`src/rtl/md5bc_pkg.sv`:
```
// ----------------------------------------------------------------------------
// md5bc_pkg
// Types, tables and helper functions shared by the MD5 block compression
// modules.
// ----------------------------------------------------------------------------
package md5bc_pkg;

  typedef struct packed {
    logic [31:0] word;
    logic [3:0]  idx;
    logic        restart;
  } md5bc_entry_t;

  localparam logic [31:0] INIT_A = 32'h67452301;
  localparam logic [31:0] INIT_B = 32'hefcdab89;
  localparam logic [31:0] INIT_C = 32'h98badcfe;
  localparam logic [31:0] INIT_D = 32'h10325476;

  localparam logic [3:0] LAST_IDX = 4'd15;

  localparam logic [31:0] ADD_K [64] = '{
    32'hd76aa478, 32'he8c7b756, 32'h242070db, 32'hc1bdceee,
    32'hf57c0faf, 32'h4787c62a, 32'ha8304613, 32'hfd469501,
    32'h698098d8, 32'h8b44f7af, 32'hffff5bb1, 32'h895cd7be,
    32'h6b901122, 32'hfd987193, 32'ha679438e, 32'h49b40821,
    32'hf61e2562, 32'hc040b340, 32'h265e5a51, 32'he9b6c7aa,
    32'hd62f105d, 32'h02441453, 32'hd8a1e681, 32'he7d3fbc8,
    32'h21e1cde6, 32'hc33707d6, 32'hf4d50d87, 32'h455a14ed,
    32'ha9e3e905, 32'hfcefa3f8, 32'h676f02d9, 32'h8d2a4c8a,
    32'hfffa3942, 32'h8771f681, 32'h6d9d6122, 32'hfde5380c,
    32'ha4beea44, 32'h4bdecfa9, 32'hf6bb4b60, 32'hbebfbc70,
    32'h289b7ec6, 32'heaa127fa, 32'hd4ef3085, 32'h04881d05,
    32'hd9d4d039, 32'he6db99e5, 32'h1fa27cf8, 32'hc4ac5665,
    32'hf4292244, 32'h432aff97, 32'hab9423a7, 32'hfc93a039,
    32'h655b59c3, 32'h8f0ccc92, 32'hffeff47d, 32'h85845dd1,
    32'h6fa87e4f, 32'hfe2ce6e0, 32'ha3014314, 32'h4e0811a1,
    32'hf7537e82, 32'hbd3af235, 32'h2ad7d2bb, 32'heb86d391
  };

  localparam logic [4:0] ROT_S [16] = '{
    5'd7, 5'd12, 5'd17, 5'd22,
    5'd5, 5'd9,  5'd14, 5'd20,
    5'd4, 5'd11, 5'd16, 5'd23,
    5'd6, 5'd10, 5'd15, 5'd21
  };

  function automatic logic [31:0] rotl32(input logic [31:0] x, input logic [4:0] s);
    logic [63:0] w;
    w = {x, x} << s;
    return w[63:32];
  endfunction

  // Index of the message word used by a step.
  function automatic logic [3:0] msg_idx(input logic [5:0] step);
    logic [3:0] i4;
    logic [3:0] g;
    i4 = step[3:0];
    unique case (step[5:4])
      2'd0:    g = i4;
      2'd1:    g = i4 * 4'd5 + 4'd1;
      2'd2:    g = i4 * 4'd3 + 4'd5;
      default: g = i4 * 4'd7;
    endcase
    return g;
  endfunction

endpackage

```
`src/rtl/md5bc_front.sv`:
```
// ----------------------------------------------------------------------------
// md5bc_front
// Accepts message words, tracks the position of each word within its block
// and hands tagged entries to the queue.
// ----------------------------------------------------------------------------
module md5bc_front (
  input  logic                   clk,
  input  logic                   rst_n,
  input  logic                   in_tvalid,
  output logic                   in_tready,
  input  logic [31:0]            in_tdata,
  input  logic                   in_tuser,
  output logic                   push,
  output md5bc_pkg::md5bc_entry_t push_entry,
  input  logic                   queue_full
);
  import md5bc_pkg::*;

  logic [3:0] cnt_r;
  logic [3:0] cnt_nxt;
  logic [3:0] idx;

  assign in_tready = !queue_full;
  assign push      = in_tvalid && in_tready;
  assign idx       = in_tuser ? 4'd0 : cnt_r;
  assign cnt_nxt   = (idx == LAST_IDX) ? 4'd0 : idx + 4'd1;

  assign push_entry.word    = in_tdata;
  assign push_entry.idx     = idx;
  assign push_entry.restart = in_tuser;

  always_ff @(posedge clk) begin
    if (!rst_n) begin
      cnt_r <= 4'd0;
    end else if (push) begin
      cnt_r <= cnt_nxt;
    end
  end

endmodule

```
`src/rtl/md5bc_fifo.sv`:
```
// ----------------------------------------------------------------------------
// md5bc_fifo
// Short queue of tagged words between the front end and the compression core.
// ----------------------------------------------------------------------------
module md5bc_fifo #(
  parameter int DEPTH = 4
) (
  input  logic                    clk,
  input  logic                    rst_n,
  input  logic                    push,
  input  md5bc_pkg::md5bc_entry_t push_entry,
  input  logic                    pop,
  output md5bc_pkg::md5bc_entry_t pop_entry,
  output logic                    full,
  output logic                    empty
);
  import md5bc_pkg::*;

  localparam int PW = (DEPTH > 1) ? $clog2(DEPTH) : 1;
  localparam int CW = $clog2(DEPTH + 1);
  localparam logic [PW-1:0] LAST_PTR = PW'(DEPTH - 1);
  localparam logic [CW-1:0] FULL_CNT = CW'(DEPTH);

  md5bc_entry_t  mem_r [DEPTH];
  logic [PW-1:0] wr_ptr_r;
  logic [PW-1:0] rd_ptr_r;
  logic [CW-1:0] count_r;

  assign full      = (count_r == FULL_CNT);
  assign empty     = (count_r == '0);
  assign pop_entry = mem_r[rd_ptr_r];

  always_ff @(posedge clk) begin
    if (push) begin
      mem_r[wr_ptr_r] <= push_entry;
    end
  end

  always_ff @(posedge clk) begin
    if (!rst_n) begin
      wr_ptr_r <= '0;
      rd_ptr_r <= '0;
      count_r  <= '0;
    end else begin
      if (push) begin
        wr_ptr_r <= (wr_ptr_r == LAST_PTR) ? '0 : wr_ptr_r + 1'b1;
      end
      if (pop) begin
        rd_ptr_r <= (rd_ptr_r == LAST_PTR) ? '0 : rd_ptr_r + 1'b1;
      end
      if (push && !pop) begin
        count_r <= count_r + 1'b1;
      end else if (pop && !push) begin
        count_r <= count_r - 1'b1;
      end
    end
  end

endmodule

```
`src/rtl/md5bc_core.sv`:
```
// ----------------------------------------------------------------------------
// md5bc_core
// Fills the block buffer from the queue and runs the 64 MD5 steps, one step
// per cycle, then adds into the chaining words and registers the result.
// ----------------------------------------------------------------------------
module md5bc_core (
  input  logic                    clk,
  input  logic                    rst_n,
  input  logic                    q_empty,
  input  md5bc_pkg::md5bc_entry_t q_entry,
  output logic                    pop,
  output logic                    out_tvalid,
  input  logic                    out_tready,
  output logic [127:0]            out_tdata
);
  import md5bc_pkg::*;

  typedef enum logic [1:0] {
    ST_LOAD,
    ST_PREP,
    ST_COMP,
    ST_FINAL
  } state_t;

  state_t       state_r;
  logic [31:0]  buf_r [16];
  logic [31:0]  ch_a_r, ch_b_r, ch_c_r, ch_d_r;
  logic [31:0]  a_r, b_r, c_r, d_r;
  logic [31:0]  km_r;
  logic [5:0]   step_r;
  logic         out_valid_r;
  logic [127:0] out_data_r;

  logic [1:0]   rnd;
  logic [31:0]  f;
  logic [31:0]  sum;
  logic [31:0]  b_nxt;
  logic [5:0]   nstep;
  logic [31:0]  km_nxt;
  logic [31:0]  sum_a, sum_b, sum_c, sum_d;

  assign pop        = (state_r == ST_LOAD) && !q_empty;
  assign out_tvalid = out_valid_r;
  assign out_tdata  = out_data_r;

  assign rnd = step_r[5:4];

  always_comb begin
    unique case (rnd)
      2'd0:    f = (b_r & c_r) | (~b_r & d_r);
      2'd1:    f = (b_r & d_r) | (c_r & ~d_r);
      2'd2:    f = b_r ^ c_r ^ d_r;
      default: f = c_r ^ (b_r | ~d_r);
    endcase
  end

  assign sum    = a_r + f + km_r;
  assign b_nxt  = b_r + rotl32(sum, ROT_S[{rnd, step_r[1:0]}]);
  assign nstep  = (state_r == ST_PREP) ? 6'd0 : step_r + 6'd1;
  assign km_nxt = ADD_K[nstep] + buf_r[msg_idx(nstep)];

  assign sum_a = ch_a_r + a_r;
  assign sum_b = ch_b_r + b_r;
  assign sum_c = ch_c_r + c_r;
  assign sum_d = ch_d_r + d_r;

  always_ff @(posedge clk) begin
    if (!rst_n) begin
      state_r     <= ST_LOAD;
      out_valid_r <= 1'b0;
      step_r      <= 6'd0;
      ch_a_r      <= INIT_A;
      ch_b_r      <= INIT_B;
      ch_c_r      <= INIT_C;
      ch_d_r      <= INIT_D;
    end else begin
      if (out_valid_r && out_tready && (state_r != ST_FINAL)) begin
        out_valid_r <= 1'b0;
      end
      unique case (state_r)
        ST_LOAD: begin
          if (!q_empty) begin
            buf_r[q_entry.idx] <= q_entry.word;
            if (q_entry.restart) begin
              ch_a_r <= INIT_A;
              ch_b_r <= INIT_B;
              ch_c_r <= INIT_C;
              ch_d_r <= INIT_D;
            end
            if (q_entry.idx == LAST_IDX) begin
              state_r <= ST_PREP;
            end
          end
        end
        ST_PREP: begin
          a_r     <= ch_a_r;
          b_r     <= ch_b_r;
          c_r     <= ch_c_r;
          d_r     <= ch_d_r;
          km_r    <= km_nxt;
          step_r  <= 6'd0;
          state_r <= ST_COMP;
        end
        ST_COMP: begin
          a_r    <= d_r;
          b_r    <= b_nxt;
          c_r    <= b_r;
          d_r    <= c_r;
          km_r   <= km_nxt;
          step_r <= nstep;
          if (step_r == 6'd63) begin
            state_r <= ST_FINAL;
          end
        end
        ST_FINAL: begin
          if (!out_valid_r || out_tready) begin
            ch_a_r      <= sum_a;
            ch_b_r      <= sum_b;
            ch_c_r      <= sum_c;
            ch_d_r      <= sum_d;
            out_data_r  <= {sum_d, sum_c, sum_b, sum_a};
            out_valid_r <= 1'b1;
            state_r     <= ST_LOAD;
          end
        end
        default: state_r <= ST_LOAD;
      endcase
    end
  end

endmodule

```
`src/rtl/md5_block_compression.sv`:
```
// ----------------------------------------------------------------------------
// md5_block_compression
// MD5 compression function over 16-word blocks with kept chaining words.
// ----------------------------------------------------------------------------
//  Channel  Ports        Contents
//  input    in_*         tdata: message word, tuser: restart flag
//  result   out_*        tdata: digest A, B, C, D from the lowest bits up
//
//  In the core a block moves its words from the queue into the block
//  buffer, passes a set-up state, runs 64 steps on the shared step unit
//  and then adds into the chaining words.
//  The input side fills the queue while the core works, until it is full.
//  Reset clears the counters and loads the standard chaining values.
//  A waiting result stalls the core only when the next block is complete.
// ----------------------------------------------------------------------------
module md5_block_compression #(
  parameter int QUEUE_DEPTH = 4
) (
  input  logic         clk,
  input  logic         rst_n,
  input  logic         in_tvalid,
  output logic         in_tready,
  input  logic [31:0]  in_tdata,   // [31:0] message_word
  input  logic         in_tuser,   // [0] restart
  output logic         out_tvalid,
  input  logic         out_tready,
  output logic [127:0] out_tdata   // digest_a, digest_b, digest_c, digest_d
);
  import md5bc_pkg::*;

  md5bc_entry_t push_entry;
  md5bc_entry_t pop_entry;
  logic         push;
  logic         pop;
  logic         q_full;
  logic         q_empty;

  md5bc_front u_front (
    .clk        (clk),
    .rst_n      (rst_n),
    .in_tvalid  (in_tvalid),
    .in_tready  (in_tready),
    .in_tdata   (in_tdata),
    .in_tuser   (in_tuser),
    .push       (push),
    .push_entry (push_entry),
    .queue_full (q_full)
  );

  md5bc_fifo #(
    .DEPTH (QUEUE_DEPTH)
  ) u_fifo (
    .clk        (clk),
    .rst_n      (rst_n),
    .push       (push),
    .push_entry (push_entry),
    .pop        (pop),
    .pop_entry  (pop_entry),
    .full       (q_full),
    .empty      (q_empty)
  );

  md5bc_core u_core (
    .clk        (clk),
    .rst_n      (rst_n),
    .q_empty    (q_empty),
    .q_entry    (pop_entry),
    .pop        (pop),
    .out_tvalid (out_tvalid),
    .out_tready (out_tready),
    .out_tdata  (out_tdata)
  );

endmodule

```
`config.mk`:
```
export PLATFORM = sky130hd
export DESIGN_NAME = md5_block_compression
export DESIGN_NICKNAME = d
export VERILOG_FILES = /design/src/rtl/md5bc_pkg.sv /design/src/rtl/md5bc_front.sv /design/src/rtl/md5bc_fifo.sv /design/src/rtl/md5bc_core.sv /design/src/rtl/md5_block_compression.sv
export SDC_FILE = /design/constraint.sdc
export NUM_CORES = 2
export LEC_CHECK = 0
export BUFFER_PORTS_ARGS = -buffer_cell sky130_fd_sc_hd__buf_2
export CAP_MARGIN = 20
export CORE_UTILIZATION = 45
export CTS_CLUSTER_DIAMETER = 200
export CTS_CLUSTER_SIZE = 24
export DETAILED_ROUTE_END_ITERATION = 8
export REMOVE_ABC_BUFFERS = 1
export SLEW_MARGIN = 20
export SYNTH_ARGS = -nofsm -noshare
export SYNTH_HDL_FRONTEND = slang
export SYNTH_SLANG_ARGS = --single-unit
```
`constraint.sdc`:
```
create_clock -name clk -period 17.8 [get_ports clk]
set_clock_uncertainty 0.05 [all_clocks]
set_input_delay 3.56 -clock clk [delete_from_list [all_inputs] [get_ports clk]]
set_output_delay 3.56 -clock clk [all_outputs]
set_load 0.01 [all_outputs]
```
==> flow_metrics.tcl <==
set metrics [dict create \
    synthArstFlopShare 0 \
    fin_ws_ns 8.04 \
    areaGrowthSynthToFinish_pct 7.45 \
    cp-end-kind "flip-flop" \
    rsz0062_at_grt "no" \
    grt_first_pass_wirelength_um 243000 \
    max_slew_margin 0.214 \
    critPathKind "flip-flop to flip-flop" \
    portBuffers 166 \
    min_from "u_fifo.rd_ptr_r[1]$_SDFFE_PN0P_" \
    setup_tns_ns 0 \
    maxCapViolCount 0 \
    r2r-end "u_core.b_r[26]$_DFFE_PP_" \
    seqCellArea_mm2 0.0315 \
    ir_drop_mv 0.0954 \
    htreeDepth 2 \
    worst_pin_slew_ns 1.17 \
    drt-vias-per-instance 5.99 \
    cts_resized 0 \
    synthCells 4730 \
    crit_start "u_core.step_r[4]$_SDFFE_PN0N_" \
    drive_gt1_frac 0.145 \
    maxSlewViolCount 0 \
    gp_congestion 0.971 \
    start_kind "flip-flop" \
    grt_usage 0.243 \
    netlist_area_mm2 0.0587 \
    multi_input_area_mm2 0.0257 \
    setup_viol 0 \
    cts_sinks 1098 \
    whs_ns 0.445 \
    fp.dieArea_mm2 0.132 \
    synth_warnings 0 \
    routed_wl_um 163000 \
    max_stage_delay_ns 0.70 \
    first_iter_violations 3355 \
    clockBufferDepth 3 \
    postRouteAntennaNets 0 \
    vias 39400 \
    ys.flop_type "edfxtp_1" \
    cts_buffers 51 \
    pre_cts_slack_ns 8.12 \
    synth_edf_count 948 \
    fp-row-count 132 \
    fmax_mhz 102 \
    drc_errors 0 \
    synth-seq-cells 1098 \
    crit_end "u_core.b_r[26]$_DFFE_PP_" \
    synth-seq-area-share 0.536 \
    path_max_fanout 64 \
    syn_avg_cell_area_um2 12.4 \
    cp.required_ns 18.20 \
    cellPowerDensity_mw_per_mm2 106 \
    hold_viol 0 \
    r2r_start "u_core.step_r[4]$_SDFFE_PN0N_" \
    globalRouteOverflowTotal 0 \
    die_w_um 363 \
    yosysUniqueCellTypes 107 \
    wl_per_cell_um 24.9 \
    cts_tree "done" \
    status "finished, final reports clean" \
    hold_class "flip-flop to flip-flop" \
    grt_max_degree 129 \
    grt_pass1_vias 38300 \
    root_buffer "clkbuf_16" \
    hpwlAfterDp_um 111000 \
    p_leak_nw 22.0 \
    layout_commonest_cell "edfxtp_1" \
    r2r_cells 32 \
    die_h_um 363 \
    path_common_cell "a21o_1" \
    cp_slowest_cell "buf_4" \
    final_nets 5140 \
    arrival_ns 10.16 \
    final_core_util 0.487 \
    drtPass1Iterations 6 \
    power_mw 6.70 \
    ctsHoldBuffers 0 \
    coreArea_mm2 0.129 \
    clock_latency_ns 0.70 \
    fin_crit_sh 0.548 \
    cts_setup_buffers 0 \
    final.min_clock_period_ns 9.76 \
    rrSetupSlack_ns 8.04 \
    ios 167 \
    num_antenna_cells 0 \
    final_cell_mix "edfxtp_1, a21oi_1, nor2_1, nand2_1, ha_1" \
    antenna_found_initial 0 \
    start_util 0.454 \
    path_clk_slew_ns 0.11 \
    fill_cells 11500 \
]
==> logic make-up (layout without fill, tap and decap cells) <==
kind of cell	after synthesis	count (layout)	share of synthesized area
AOI/OAI and AO/OA	1224	1224	0.138
adders and majority gates	332	332	0.0748
muxes	412	412	0.108
xor gates and xnor gates	247	247	0.0371
and+or+nand+nor	960	960	0.0746
DFF	1098	1098	0.536
buffers and inverters	457	560	0.0319
==> worst max-delay path: cells and delay by family (launching register included) <==
kind	cells	cell delay, ns
and+or+nand+nor	4	1.04
buffers and inverters	3	1.34
xor gates and xnor gates	1	0.21
muxes	4	0.81
AOI/OAI and AO/OA	16	3.83
adders and majority gates	4	1.61
DFF	1	0.53
==> cell usage after synthesis, types with 95 or more instances <==
library cell  count  area [um^2]
o21ai_0         165          826
mux2_2          134         1510
clkbuf_1        144          541
xor2_1           95          832
xnor2_1         150         1310
nor2_1          311         1170
nand3_1          99          495
edfxtp_1        948        28500
a21o_1          111          833
ha_1            259         3240
dfxtp_1         150         3000
a21oi_1         333         1670
mux2i_1         111         1110
mux4_2          166         3740
nand2_1         275         1030
inv_1           223          837
==> per-stage QoR <==
stage / area, um^2 / cells
4_1_cts: 63100 / 6575
3_5_place_dp: 61700 / 6491
2_1_floorplan: 57700 / 4501
6_report: 63100 / 6575
3_3_place_gp: 61700 / 6491
5_1_grt: 63100 / 6575
==> layout make-up <==
class / instances / area share
sequential: 1098 / 0.499
multi-input combinational: 3175 / 0.407
tap: 1742 / 0.0345
timing repair buffer: 248 / 0.0234
clock inverter: 3 / 0.000932
clock buffer: 81 / 0.0223
inverter: 228 / 0.0136
==> metal layers <==
layer / routed length (um) / global-route usage / share of wire / vias up
met5: 0 / 0 / 0 / -
met4: 5020 / 0.0745 / 0.031 / 0
met3: 6890 / 0.0237 / 0.042 / 235
met2: 80900 / 0.424 / 0.49 / 1100
met1: 70600 / 0.320 / 0.43 / 19800
li1: - / - / - / 18200
==> power by group <==
part | leakage (nW) | switching (mW) | total, mW | internal [mW]
Combinational | 11.7 | 1.40 | 2.14 | 0.738
Sequential | 9.63 | 0.0516 | 3.20 | 3.15
Clock | 0.700 | 0.803 | 1.36 | 0.553
==> state kept, by name (all words and copies together), names as in the netlist, 3 cells and up, named ones only <==
signal / flops
u_core.ch_d_r: 32
u_core.c_r: 32
u_core.d_r: 32
u_core.a_r: 32
u_front.cnt_r: 4
u_core.ch_a_r: 32
u_core.ch_b_r: 32
u_fifo.count_r: 3
u_core.buf_r: 512
u_core.out_tdata: 128
u_fifo.mem_r: 148
u_core.km_r: 32
u_core.b_r: 32
u_core.step_r: 6
u_core.ch_c_r: 32
==> worst min path at each step <==
stage / slack, ns / end / cells after the start
3_5_place_dp: 0.42 / flip-flop / 2
4_1_cts: 0.44 / flip-flop / 2
5_1_grt: 0.46 / flip-flop / 2
3_3_place_gp: 0.42 / flip-flop / 2
6_report: 0.44 / flip-flop / 2
2_1_floorplan: 0.40 / flip-flop / 2
(Power assumes the default switching activity.)
